<file path="config.mk">
export PLATFORM = sky130hd
export DESIGN_NAME = circular_mean_heading_filter
export DESIGN_NICKNAME = d
export VERILOG_FILES = /design/src/cmhf_pkg.sv /design/src/cmhf_ring.sv /design/src/cmhf_cordic.sv /design/src/circular_mean_heading_filter.sv
export SDC_FILE = /design/constraint.sdc
export NUM_CORES = 1
export LEC_CHECK = 0
export BUFFER_PORTS_ARGS = -buffer_cell sky130_fd_sc_hd__buf_2
export CAP_MARGIN = 10
export CORE_AREA = 2 2 266 242
export CTS_CLUSTER_SIZE = 24
export DETAILED_ROUTE_END_ITERATION = 8
export DIE_AREA = 0 0 268 244
export PLACE_DENSITY = 0.72
export SKIP_LAST_GASP = 1
export SYNTH_ARGS = -nofsm -noshare
export SYNTH_HDL_FRONTEND = slang
export SYNTH_SLANG_ARGS = --single-unit
</file>
<file path="constraint.sdc">
create_clock -name clock -period 14.85 [get_ports clock]
set_input_delay 1.485 -clock clock [delete_from_list [all_inputs] [get_ports clock]]
set_output_delay 1.485 -clock clock [all_outputs]
set_load 0.02 [all_outputs]
</file>
<file path="src/cmhf_pkg.sv">
// Shared constants and types of the circular mean heading filter.
package cmhf_pkg;

   // Width of the CORDIC x, y and z registers (Q2.30 plus guard bits).
   localparam int CORDIC_W     = 34;
   localparam int CORDIC_ITERS = 16;
   localparam int ITER_W       = 4;

   // Control word from the sequencer to the shared CORDIC unit.
   typedef struct packed {
      logic              load;
      logic              step;
      logic              vec_mode;
      logic [ITER_W-1:0] iter;
   } cordic_ctrl_type;

endpackage

</file>
<file path="src/cmhf_ring.sv">
// Sample ring of the last WINDOW headings with per-entry valid bits.
module cmhf_ring #(
   parameter int WINDOW     = 10,
   parameter int ANGLE_BITS = 16,
   parameter int PTR_W      = 4
) (
   input  logic                  clock,
   input  logic                  reset,
   input  logic                  wr_en,
   input  logic [ANGLE_BITS-1:0] wr_data,
   input  logic [PTR_W-1:0]      rd_addr,
   output logic [ANGLE_BITS-1:0] rd_data
);

   logic [ANGLE_BITS-1:0] ring_ff [WINDOW];
   logic [WINDOW-1:0]     valid_ff;
   logic [WINDOW-1:0]     valid_in;
   logic [PTR_W-1:0]      wr_pos_ff;
   logic [PTR_W-1:0]      wr_pos_in;
   logic [ANGLE_BITS-1:0] rd_word_ff;
   logic                  rd_valid_ff;

   always_comb begin
      valid_in  = valid_ff;
      wr_pos_in = wr_pos_ff;
      if (wr_en) begin
         valid_in[wr_pos_ff] = 1'b1;
         if (wr_pos_ff == PTR_W'(WINDOW - 1)) begin
            wr_pos_in = '0;
         end else begin
            wr_pos_in = wr_pos_ff + PTR_W'(1);
         end
      end
   end

   always_ff @(posedge clock) begin
      if (reset) begin
         valid_ff    <= '0;
         wr_pos_ff   <= '0;
         rd_valid_ff <= 1'b0;
      end else begin
         valid_ff    <= valid_in;
         wr_pos_ff   <= wr_pos_in;
         rd_valid_ff <= valid_ff[rd_addr];
      end
   end

   always_ff @(posedge clock) begin
      if (wr_en) begin
         ring_ff[wr_pos_ff] <= wr_data;
      end
      rd_word_ff <= ring_ff[rd_addr];
   end

   // Unwritten slots read as heading zero.
   assign rd_data = rd_valid_ff ? rd_word_ff : '0;

endmodule

</file>
<file path="src/cmhf_cordic.sv">
// Shared CORDIC unit: one rotation or vectoring iteration per cycle while ctrl.step is set.
module cmhf_cordic (
   input  logic                                  clock,
   input  cmhf_pkg::cordic_ctrl_type             ctrl,
   input  logic signed [cmhf_pkg::CORDIC_W-1:0]  load_x,
   input  logic signed [cmhf_pkg::CORDIC_W-1:0]  load_y,
   input  logic signed [cmhf_pkg::CORDIC_W-1:0]  load_z,
   output logic signed [cmhf_pkg::CORDIC_W-1:0]  x,
   output logic signed [cmhf_pkg::CORDIC_W-1:0]  y,
   output logic signed [cmhf_pkg::CORDIC_W-1:0]  z
);
   import cmhf_pkg::*;

   logic signed [CORDIC_W-1:0] x_ff;
   logic signed [CORDIC_W-1:0] y_ff;
   logic signed [CORDIC_W-1:0] z_ff;
   logic signed [CORDIC_W-1:0] x_in;
   logic signed [CORDIC_W-1:0] y_in;
   logic signed [CORDIC_W-1:0] z_in;
   logic signed [CORDIC_W-1:0] dx;
   logic signed [CORDIC_W-1:0] dy;
   logic signed [CORDIC_W-1:0] atan_step;
   logic                       y_pos;
   logic                       ccw;

   // Arctangent of 2^-i in 2^32-per-turn units.
   function automatic logic signed [CORDIC_W-1:0] atan_turn(input logic [ITER_W-1:0] idx);
      logic signed [CORDIC_W-1:0] v;
      unique case (idx)
         4'd0:    v = CORDIC_W'(536870912);
         4'd1:    v = CORDIC_W'(316933406);
         4'd2:    v = CORDIC_W'(167458907);
         4'd3:    v = CORDIC_W'(85004756);
         4'd4:    v = CORDIC_W'(42667331);
         4'd5:    v = CORDIC_W'(21354465);
         4'd6:    v = CORDIC_W'(10679838);
         4'd7:    v = CORDIC_W'(5340245);
         4'd8:    v = CORDIC_W'(2670163);
         4'd9:    v = CORDIC_W'(1335087);
         4'd10:   v = CORDIC_W'(667544);
         4'd11:   v = CORDIC_W'(333772);
         4'd12:   v = CORDIC_W'(166886);
         4'd13:   v = CORDIC_W'(83443);
         4'd14:   v = CORDIC_W'(41722);
         default: v = CORDIC_W'(20861);
      endcase
      return v;
   endfunction

   always_comb begin
      dx        = y_ff >>> ctrl.iter;
      dy        = x_ff >>> ctrl.iter;
      atan_step = atan_turn(ctrl.iter);
      y_pos     = !y_ff[CORDIC_W-1] && (y_ff != '0);
      // Rotation follows the sign of z, vectoring drives y toward zero.
      ccw       = ctrl.vec_mode ? !y_pos : !z_ff[CORDIC_W-1];
      x_in      = x_ff;
      y_in      = y_ff;
      z_in      = z_ff;
      priority if (ctrl.load) begin
         x_in = load_x;
         y_in = load_y;
         z_in = load_z;
      end else if (ctrl.step) begin
         if (ccw) begin
            x_in = x_ff - dx;
            y_in = y_ff + dy;
            z_in = z_ff - atan_step;
         end else begin
            x_in = x_ff + dx;
            y_in = y_ff - dy;
            z_in = z_ff + atan_step;
         end
      end
   end

   always_ff @(posedge clock) begin
      x_ff <= x_in;
      y_ff <= y_in;
      z_ff <= z_in;
   end

   assign x = x_ff;
   assign y = y_ff;
   assign z = z_ff;

endmodule

</file>
<file path="src/circular_mean_heading_filter.sv">
// Circular mean heading filter: usage
// One heading per req_ transaction (binary angle, only the low ANGLE_BITS
// bits count). The heading goes into a ring of the last WINDOW samples,
// cleared to zero by reset. The block then runs every ring entry through a
// shared CORDIC unit in rotation mode, sums the sines and cosines in Q1.15,
// and runs one vectoring pass on the sums to get the mean heading.
// One rsp_ transaction per request: rsp_mean_heading, and
// rsp_no_direction when both sums are zero (heading then reads 0).
// Each ring entry costs one read, one load, 16 rotation steps and one
// accumulate on the single CORDIC unit; the vectoring pass is skipped
// when both sums are zero.
// req_ready is high only while the sequencer is idle, so a new heading is
// accepted only after the previous result has left the sequencer.
// The result register frees req_ready while a result waits; if the receiver
// stalls with a result pending, the next result holds in the sequencer until
// rsp_ready takes the old one.
// Synchronous active high reset empties the ring and drops any pending result.
module circular_mean_heading_filter #(
   parameter int WINDOW     = 10,
   parameter int ANGLE_BITS = 16
) (
   input  logic        clock,
   input  logic        reset,
   input  logic        req_valid,
   output logic        req_ready,
   input  logic [15:0] req_heading_sample,
   output logic        rsp_valid,
   input  logic        rsp_ready,
   output logic [15:0] rsp_mean_heading,
   output logic        rsp_no_direction
);
   import cmhf_pkg::*;

   localparam int PTR_W = (WINDOW > 1) ? $clog2(WINDOW) : 1;
   localparam int SUM_W = 17 + $clog2(WINDOW);

   localparam logic [2:0] S_IDLE  = 3'd0;
   localparam logic [2:0] S_READ  = 3'd1;
   localparam logic [2:0] S_LOAD  = 3'd2;
   localparam logic [2:0] S_ROT   = 3'd3;
   localparam logic [2:0] S_ACC   = 3'd4;
   localparam logic [2:0] S_VLOAD = 3'd5;
   localparam logic [2:0] S_VEC   = 3'd6;
   localparam logic [2:0] S_DONE  = 3'd7;

   localparam logic signed [CORDIC_W-1:0] CORDIC_START = CORDIC_W'(652032874);
   localparam logic signed [CORDIC_W-1:0] HALF_TURN    = CORDIC_W'(64'h8000_0000);
   localparam logic [31:0]                ROUND_HALF   = 32'd1 << (31 - ANGLE_BITS);
   localparam logic [ITER_W-1:0]          LAST_ITER    = ITER_W'(CORDIC_ITERS - 1);

   logic [2:0]              state_ff;
   logic [2:0]              state_in;
   logic [PTR_W-1:0]        idx_ff;
   logic [PTR_W-1:0]        idx_in;
   logic [ITER_W-1:0]       iter_ff;
   logic [ITER_W-1:0]       iter_in;
   logic [1:0]              quad_ff;
   logic [1:0]              quad_in;
   logic signed [SUM_W-1:0] sum_s_ff;
   logic signed [SUM_W-1:0] sum_s_in;
   logic signed [SUM_W-1:0] sum_c_ff;
   logic signed [SUM_W-1:0] sum_c_in;
   logic                    nodir_ff;
   logic                    nodir_in;
   logic                    rsp_valid_ff;
   logic                    rsp_valid_in;
   logic [15:0]             rsp_heading_ff;
   logic [15:0]             rsp_heading_in;
   logic                    rsp_nodir_ff;
   logic                    rsp_nodir_in;

   logic                       accept;
   logic [ANGLE_BITS+15:0]     sample_ext;
   logic [ANGLE_BITS-1:0]      ring_rd;
   logic [31:0]                angle32;
   cordic_ctrl_type            cordic_ctrl;
   logic signed [CORDIC_W-1:0] load_x;
   logic signed [CORDIC_W-1:0] load_y;
   logic signed [CORDIC_W-1:0] load_z;
   logic signed [CORDIC_W-1:0] cx;
   logic signed [CORDIC_W-1:0] cy;
   logic signed [CORDIC_W-1:0] cz;
   logic signed [CORDIC_W-1:0] cos_v;
   logic signed [CORDIC_W-1:0] sin_v;
   logic signed [15:0]         cos_q;
   logic signed [15:0]         sin_q;
   logic signed [CORDIC_W-1:0] vx;
   logic signed [CORDIC_W-1:0] vy;
   logic [31:0]                z_round;
   logic [ANGLE_BITS+15:0]     mean_ext;
   logic                       rsp_free;

   // Round a Q2.30 value to Q1.15 and saturate.
   function automatic logic signed [15:0] to_q15(input logic signed [CORDIC_W-1:0] v);
      logic signed [CORDIC_W-1:0] r;
      logic signed [15:0]         q;
      r = (v + CORDIC_W'(16384)) >>> 15;
      if (r > CORDIC_W'(32767)) begin
         q = 16'sh7FFF;
      end else if (r < -CORDIC_W'(32768)) begin
         q = 16'sh8000;
      end else begin
         q = r[15:0];
      end
      return q;
   endfunction

   assign accept     = req_valid && req_ready;
   assign sample_ext = {{ANGLE_BITS{1'b0}}, req_heading_sample};

   cmhf_ring #(
      .WINDOW     (WINDOW),
      .ANGLE_BITS (ANGLE_BITS),
      .PTR_W      (PTR_W)
   ) u_ring (
      .clock   (clock),
      .reset   (reset),
      .wr_en   (accept),
      .wr_data (sample_ext[ANGLE_BITS-1:0]),
      .rd_addr (idx_ff),
      .rd_data (ring_rd)
   );

   cmhf_cordic u_cordic (
      .clock  (clock),
      .ctrl   (cordic_ctrl),
      .load_x (load_x),
      .load_y (load_y),
      .load_z (load_z),
      .x      (cx),
      .y      (cy),
      .z      (cz)
   );

   assign angle32 = {ring_rd, {(32 - ANGLE_BITS){1'b0}}};

   // Undo the quadrant fold with exact quarter-turn swaps.
   always_comb begin
      unique case (quad_ff)
         2'd1: begin
            cos_v = -cy;
            sin_v = cx;
         end
         2'd2: begin
            cos_v = -cx;
            sin_v = -cy;
         end
         2'd3: begin
            cos_v = cy;
            sin_v = -cx;
         end
         default: begin
            cos_v = cx;
            sin_v = cy;
         end
      endcase
      cos_q = to_q15(cos_v);
      sin_q = to_q15(sin_v);
   end

   assign vx = {{(CORDIC_W - SUM_W){sum_c_ff[SUM_W-1]}}, sum_c_ff} <<< 8;
   assign vy = {{(CORDIC_W - SUM_W){sum_s_ff[SUM_W-1]}}, sum_s_ff} <<< 8;

   assign z_round  = cz[31:0] + ROUND_HALF;
   assign mean_ext = {16'b0, z_round[31 -: ANGLE_BITS]};
   assign rsp_free = !rsp_valid_ff || rsp_ready;

   always_comb begin
      state_in       = state_ff;
      idx_in         = idx_ff;
      iter_in        = iter_ff;
      quad_in        = quad_ff;
      sum_s_in       = sum_s_ff;
      sum_c_in       = sum_c_ff;
      nodir_in       = nodir_ff;
      rsp_valid_in   = rsp_valid_ff && !rsp_ready;
      rsp_heading_in = rsp_heading_ff;
      rsp_nodir_in   = rsp_nodir_ff;
      cordic_ctrl    = '{load: 1'b0, step: 1'b0, vec_mode: 1'b0, iter: iter_ff};
      load_x         = CORDIC_START;
      load_y         = '0;
      load_z         = {{(CORDIC_W - 30){1'b0}}, angle32[29:0]};

      unique case (state_ff)
         S_IDLE: begin
            if (accept) begin
               idx_in   = '0;
               sum_s_in = '0;
               sum_c_in = '0;
               state_in = S_READ;
            end
         end
         S_READ: begin
            state_in = S_LOAD;
         end
         S_LOAD: begin
            cordic_ctrl.load = 1'b1;
            quad_in          = angle32[31:30];
            iter_in          = '0;
            state_in         = S_ROT;
         end
         S_ROT: begin
            cordic_ctrl.step = 1'b1;
            iter_in          = iter_ff + ITER_W'(1);
            if (iter_ff == LAST_ITER) begin
               state_in = S_ACC;
            end
         end
         S_ACC: begin
            sum_s_in = sum_s_ff + {{(SUM_W - 16){sin_q[15]}}, sin_q};
            sum_c_in = sum_c_ff + {{(SUM_W - 16){cos_q[15]}}, cos_q};
            if (idx_ff == PTR_W'(WINDOW - 1)) begin
               state_in = S_VLOAD;
            end else begin
               idx_in   = idx_ff + PTR_W'(1);
               state_in = S_READ;
            end
         end
         S_VLOAD: begin
            nodir_in = (sum_s_ff == '0) && (sum_c_ff == '0);
            iter_in  = '0;
            if ((sum_s_ff == '0) && (sum_c_ff == '0)) begin
               state_in = S_DONE;
            end else begin
               // Fold a left-half vector into the right half, start at half a turn.
               cordic_ctrl.load = 1'b1;
               if (vx[CORDIC_W-1]) begin
                  load_x = -vx;
                  load_y = -vy;
                  load_z = HALF_TURN;
               end else begin
                  load_x = vx;
                  load_y = vy;
                  load_z = '0;
               end
               state_in = S_VEC;
            end
         end
         S_VEC: begin
            cordic_ctrl.step     = 1'b1;
            cordic_ctrl.vec_mode = 1'b1;
            iter_in              = iter_ff + ITER_W'(1);
            if (iter_ff == LAST_ITER) begin
               state_in = S_DONE;
            end
         end
         S_DONE: begin
            // Hold until the result register is free.
            if (rsp_free) begin
               rsp_valid_in   = 1'b1;
               rsp_nodir_in   = nodir_ff;
               rsp_heading_in = nodir_ff ? 16'd0 : mean_ext[15:0];
               state_in       = S_IDLE;
            end
         end
         default: begin
            state_in = S_IDLE;
         end
      endcase
   end

   always_ff @(posedge clock) begin
      if (reset) begin
         state_ff     <= S_IDLE;
         idx_ff       <= '0;
         iter_ff      <= '0;
         rsp_valid_ff <= 1'b0;
      end else begin
         state_ff     <= state_in;
         idx_ff       <= idx_in;
         iter_ff      <= iter_in;
         rsp_valid_ff <= rsp_valid_in;
      end
   end

   always_ff @(posedge clock) begin
      quad_ff        <= quad_in;
      sum_s_ff       <= sum_s_in;
      sum_c_ff       <= sum_c_in;
      nodir_ff       <= nodir_in;
      rsp_heading_ff <= rsp_heading_in;
      rsp_nodir_ff   <= rsp_nodir_in;
   end

   assign req_ready        = (state_ff == S_IDLE);
   assign rsp_valid        = rsp_valid_ff;
   assign rsp_mean_heading = rsp_heading_ff;
   assign rsp_no_direction = rsp_nodir_ff;

   a_accept_starts_read : assert property (@(posedge clock) disable iff (reset)
      accept |=> (state_ff == S_READ))
      else $error("accepted transaction did not start the ring sweep");

   a_rot_ends_in_acc : assert property (@(posedge clock) disable iff (reset)
      (state_ff == S_ROT) && (iter_ff == LAST_ITER) |=> (state_ff == S_ACC))
      else $error("rotation did not end after the last iteration");

   a_idx_in_range : assert property (@(posedge clock) disable iff (reset)
      idx_ff <= PTR_W'(WINDOW - 1))
      else $error("ring index out of range");

   a_nodir_zero : assert property (@(posedge clock) disable iff (reset)
      rsp_valid_ff && rsp_nodir_ff |-> (rsp_heading_ff == 16'd0))
      else $error("no-direction result carries a nonzero heading");

   a_pending_kept : assert property (@(posedge clock) disable iff (reset)
      (state_ff == S_DONE) && rsp_valid_ff && !rsp_ready |=> (state_ff == S_DONE))
      else $error("result left the sequencer while the output was stalled");

endmodule
</file>
==> metrics.txt, run 1 <==
status=finished, final reports clean; RSZ-0062 raised after global routing=no; Yosys cell types=a little under 90; Vias=between 20000 and 30000; GPL Wtd Cong=a little under 1; Die Wd=268 µm; Worst R2R Setup Slack=6.37 ns; Critical Path Stages=23; final global-route overflow total=0; worst r2r dst=sum_c_ff[20]$_SDFFCE_PN0P_; post-layout util=53.5%; Critical Path Slowest Stage Cell=nor4_1; Detail Placement HPWL=58700 µm; drt pass-1 iters=6; share of cells above drive strength 1=a little under an eighth; area leader, netlist=edfxtp_1; CTS clk-pin slew, worst paths=0.06 ns; clk buf depth=3; max incr delay on CP=1.01 ns; Die Y=244 µm; class of the worst hold path=flip-flop to flip-flop; Final Slew Violations=0; Synth top area share=about a third; Final ANT Viol Nets=0; I/O pins=39; clk_lat worst skew=around 0.6 ns; most frequent cell after synthesis=edfxtp_1; Synth Flop Type=edfxtp_1; Post-synth EDFFs=between 300 and 400; clk sinks=397; synthesized flop and latch total=between 300 and 400; Post-Syn Nets=3365; cell count after synthesis=around 3200; synth top area cells=edfxtp_1, mux4_2, ha_1; reg2reg path depth=23; Startpoint Class=flip-flop; crit-path cells=nor4_1 > nand3_1 > o31ai_1 > xor2_1 > o32ai_1 > nand3_1 > nor3b_1 > nor4b_4 > xor2_1 > a21boi_2 > o21ai_0 > ha_1 > nor2b_1 > o21a_1 > nor2_1 > o21ai_0 > o41ai_1 > o21ai_0 > a21o_1 > o41ai_1 > o21ai_0 > xor2_1 > nor2_1; global-route wire length before repair=130000 µm; nets@finish=3312; Clock Skew=approximately 0.019 ns; CTS resizes=0; vias in the first global route=~23000; initial antenna violation count=1; syn avg cell area=9.75 µm²; CP Class=flip-flop to flip-flop; Initial Utilization=49.8%; core box area=62400 µm²; Std-Cell Rows=87; largest net degree at the start of global routing=69; CP Capture Type=flip-flop; drt drc=0; Commonest cells post-synth=edfxtp_1, nor2_1, nand2_1; Critical Path Fanout Max=15; GRT Total Usage=between 20% and 30%; yosys warns=0; hold buffer count at CTS=0; Tmin final=8.48 ns; Final Hold Viols=0; IO buf count=38; most frequent CP cell=o21ai_0; postcts setup bufs=0; number of setup violations in the final report=0; CTS tree=done; Final period util=a little under three fifths; Layout area overhead=7.57%; H-tree Lvls=2; root buf cell=clkbuf_16; drt via density=about 6.3; Num CTS Buffers=45; setup_tns=0 ns; routed length per instance=around 21 µm; f_max=118 MHz; worst setup path end=sum_c_ff[20]$_SDFFCE_PN0P_; CP bufs+invs=0; max_cap viols=0; Seq/Total Area, Yosys=a little over a third; Top Family by Delay on Critical Path=compound AO/OA/AOI/OAI gates; Synth async-reset ratio=0%; mapped cell area=31000 µm²; relative slew slack=21.5%; RR Startpoint=u_cordic.x[2]$_SDFFCE_PP0P_; DRT Wirelength=83500 µm; critical path startpoint=u_cordic.x[2]$_SDFFCE_PP0P_; Worst Path Arrival=~9 ns; initial DRC count=2664; worst slew pin tran=about 1.2 ns; CP required=roughly 15 ns; die area=65400 µm²
==> worst min path at each step <==
stage | slack (ns) | cells past startpoint | to | from
2_1_floorplan | 0.43 | 2 | u_ring.valid_ff[2]$_SDFFE_PP0P_ | u_ring.valid_ff[2]$_SDFFE_PP0P_
4_1_cts | 0.47 | 2 | u_ring.valid_ff[2]$_SDFFE_PP0P_ | u_ring.valid_ff[2]$_SDFFE_PP0P_
6_report | 0.47 | 2 | u_ring.valid_ff[9]$_SDFFE_PP0P_ | u_ring.valid_ff[9]$_SDFFE_PP0P_
5_1_grt | 0.50 | 1 | u_ring.valid_ff[7]$_SDFFE_PP0P_ | u_ring.valid_ff[7]$_SDFFE_PP0P_
3_3_place_gp | 0.45 | 2 | u_ring.valid_ff[6]$_SDFFE_PP0P_ | u_ring.valid_ff[6]$_SDFFE_PP0P_
3_5_place_dp | 0.46 | 2 | u_ring.valid_ff[2]$_SDFFE_PP0P_ | u_ring.valid_ff[2]$_SDFFE_PP0P_
==> cells by family after synthesis <==
| kind of cell | synth area share, % |
|---|---|
| simple gates | 15.6 |
| compound gates | 16.7 |
| flops | 36.1 |
| xor+xnor | 9.41 |
| buf+inv | 3.32 |
| mux | 12.3 |
| fa+ha+maj | 6.65 |
==> through the flow <==
step | hold slack (ns) | worst slack, ns | area [µm²] | cells
after detailed placement | 0.459 | 6.64 | 31900 | 3928
after CTS | 0.472 | 6.62 | 33400 | 4012
after floorplan | 0.435 | 6.25 | 31000 | 3183
final | 0.473 | 6.37 | 33400 | 4013
after global routing | 0.503 | 5.81 | 33400 | 4013
after global placement | 0.448 | 6.84 | 31900 | 3928
==> placed cells by master, fill, tap and decap left out, types with 15 or more instances in the layout <==
cell       instances
a211oi_1          34
a21o_1            54
a21oi_1          220
a31oi_1           40
and2_1            31
and3_1            29
buf_2             38
buf_4             45
clkbuf_16         45
clkinv_1          15
dfxtp_1           68
edfxtp_1         324
ha_1             157
inv_1             70
mux2_2            37
mux2i_1           83
mux4_2           114
nand2_1          248
nand2b_1          38
nand3_1           64
nand4_1           19
nor2_1           279
nor2b_1           57
nor3_1            78
nor4_1            23
o211ai_1          27
o21a_1            29
o21ai_0          193
o22ai_1           24
o31ai_1           36
o41ai_1           21
or2_2             19
or3_1             33
or4_1             22
xnor2_1          131
xor2_1           200
==> registers in the layout, summed over array words and instances (netlist names), 2 cells and up <==
name and flops:
sum_s_ff 21, u_ring.rd_word_ff 16, u_cordic.x 34, u_ring.ring_ff 160
rsp_mean_heading 16, u_cordic.z 34, state_ff 3, iter_ff 4
u_cordic.atan_step 30, idx_ff 4, sum_c_ff 21, u_cordic.y 34
u_ring.valid_ff 10, u_ring.wr_pos_ff 4, quad_ff 2
==> per-layer routing <==
metal  share of wire, %  global-route usage [%]
met1                 45                    36.1
met3                8.7                    4.86
met5                  0                       0
met4                2.6                    7.43
met2                 44                    38.0
==> worst min-delay path: stages (launching register included) <==
cell     delay [ns]
dfxtp_1        0.32
nor2_1         0.04
nor2_1         0.07
==> area by class of cell <==
cell class	instances	area (µm²)
Tap cell	845	1060
Inverter	73	274
Sequential cell	397	11200
Fill cell	5478	29000
Clock inverter	23	219
Timing Repair Buffer	83	528
Antenna cell	1	2.50
Multi-Input combinational cell	2530	18900
Clock buffer	61	1220
Power of run 1 is not shown: default switching activity piles up to over one toggle a cycle in this logic, so the estimate is an artifact.
==> run 2: changes to the inputs <==
clock period = 8.4 ns   (was 14.85 ns; I/O delays follow)
==> metrics.txt, run 2 (synthesis results as in run 1) <==
status=finished, final reports clean; postcts setup bufs=0; drt pass-1 iters=5; clk buf depth=3; worst slew pin tran=1.11 ns; initial DRC count=2627; CTS tree=done; # fillers=5449; Tmin final=~7.6 ns; Post-DP Area=about 32000 µm²; CP required=8.75 ns; post-layout util=53.9%; DRT Wirelength=~85000 µm; root buf cell=clkbuf_16; drt drc=0; GPL Wtd Cong=0.954; class of the worst hold path=flip-flop to flip-flop; largest register by flop count=u_ring.ring_ff; max_cap viols=0; Initial Utilization=49.8%; clk_lat worst skew=approximately 0.6 ns; Detail Placement HPWL=60400 µm; Final ANT Viol Nets=0; Final Hold Viols=0; Layout area overhead=8.42%; core box area=62400 µm²; H-tree Lvls=2; final global-route overflow total=0; worst setup path end=sum_c_ff[20]$_SDFFCE_PN0P_; Num CTS Buffers=44; Final Slew Violations=0; Startpoint Class=flip-flop; Die Y=roughly 240 µm; vias in the first global route=roughly 23000; drt via density=6.23; max incr delay on CP=0.72 ns; global-route wire length before repair=132000 µm; share of cells above drive strength 1=12.5%; f_max=approximately 130 MHz; worst r2r dst=sum_c_ff[20]$_SDFFCE_PN0P_; setup_tns=0 ns; multi-input logic area=18900 µm²; Final period util=90.6%; GRT Total Usage=approximately a quarter; crit-path cells=or4_4 > or4_1 > o21ai_0 > xor2_1 > mux2i_1 > nand4_1 > or2_2 > nor4b_4 > xor2_1 > a21boi_4 > o21ai_0 > ha_1 > nor2b_1 > o21a_1 > nor2_1 > o21ai_0 > o41ai_1 > o21ai_0 > a21o_1 > o41ai_1 > o21ai_0 > xor2_1 > nor2_1; reg2reg path depth=23; largest net degree at the start of global routing=between 50 and 60; relative slew slack=25.7%; nets@finish=3339; register area=11200 µm²; Critical Path Fanout Max=15; commonest non-fill, non-tap cell in the layout=edfxtp_1; Critical Path Slowest Stage Cell=or4_1; IO buf count=38; CTS clk-pin slew, worst paths=0.06 ns; Largest register FFs=160; Final Cell Area=33600 µm²; number of setup violations in the final report=0; Die Wd=268 µm; I/O pins=39; routed length per instance=~21 µm; Clock Skew=around 0.027 ns; Vias=between 20000 and 30000; RSZ-0062 raised after global routing=no; Std-Cell Rows=between 80 and 90; RR Startpoint=u_cordic.y[10]$_DFFE_PP_; Hold Slack=~0.47 ns; critical path startpoint=u_cordic.y[10]$_DFFE_PP_; most frequent cells in the layout=edfxtp_1, nor2_1, nand2_1, a21oi_1, xor2_1; most frequent CP cell=o21ai_0; initial antenna violation count=7; CP Capture Type=flip-flop; clk sinks=just under 400; CP Class=flip-flop to flip-flop; Worst Path Arrival=7.97 ns; Worst R2R Setup Slack=0.79 ns; die area=65400 µm²
-- run 2: cell count changes in the layout (fill, tap and decap cells not counted), sizes merged --
| cell | change |
|---|---|
| clkbuf | +7 |
| bufinv | -2 |
| clkinvlp | +1 |
| buf | +28 |
| clkinv | -8 |
-- run 2: layout make-up --
cell class | count | share of cell area, %
clock buffers | 68 | 3.95
diodes | 1 | 0.00744
flip-flops and latches | 397 | 33.3
inverters | 73 | 0.814
repair buffers | 111 | 2.19
multi-input cells | 2530 | 56.2
clock inverters | 14 | 0.435
well taps | 845 | 3.14
-- run 2: worst min path at each step --
stage | from | endpoint | slack, ns | depth (start not counted)
floorplan | u_ring.valid_ff[2]$_SDFFE_PP0P_ | u_ring.valid_ff[2]$_SDFFE_PP0P_ | 0.43 | 2
global placement | u_ring.valid_ff[5]$_SDFFE_PP0P_ | u_ring.valid_ff[5]$_SDFFE_PP0P_ | 0.45 | 2
detailed placement | u_ring.valid_ff[4]$_SDFFE_PP0P_ | u_ring.valid_ff[4]$_SDFFE_PP0P_ | 0.46 | 2
CTS | u_ring.valid_ff[2]$_SDFFE_PP0P_ | u_ring.valid_ff[2]$_SDFFE_PP0P_ | 0.47 | 2
global route | u_ring.valid_ff[2]$_SDFFE_PP0P_ | u_ring.valid_ff[2]$_SDFFE_PP0P_ | 0.50 | 2
finish | u_ring.valid_ff[2]$_SDFFE_PP0P_ | u_ring.valid_ff[2]$_SDFFE_PP0P_ | 0.47 | 2
-- run 2: timing repair --
item	4_1_cts	5_1_grt
endpoints found under the setup margin	0	2
hold buffers	0	0
gates resized for setup	0	2
-- run 2: metal layers --
| layer | global-route usage (%) | up-vias | part of all wire [%] |
|---|---|---|---|
| met5 | 0 | - | 0.045 |
| met4 | 8.30 | 6 | 3.1 |
| met3 | 5.16 | 179 | 8.6 |
| met2 | 37.8 | 962 | 43 |
| met1 | 37.4 | 12121 | 45 |
| li1 | - | 11907 | - |
-- run 2: metrics by stage --
| step | cells | worst slack [ns] |
|---|---|---|
| after CTS | 4038 | 0.543 |
| final | 4039 | 0.789 |
| after global routing | 4038 | 0.146 |
| after global placement | 3956 | 0.702 |
| after floorplan | 3183 | 1.57 |
| after detailed placement | 3956 | 0.546 |
-- run 2: worst max-delay path, delay by kind of cell (launching register included) --
kind | cells | cell delay (ns)
AND/OR/NAND/NOR | 8 | 2.74
multiplexers | 1 | 0.30
XOR/XNOR | 3 | 0.70
flip-flops | 1 | 0.48
AO/OA/AOI/OAI | 10 | 2.80
adder cells (fa/ha/maj) | 1 | 0.32
Power of run 2 is left out for the same reason.
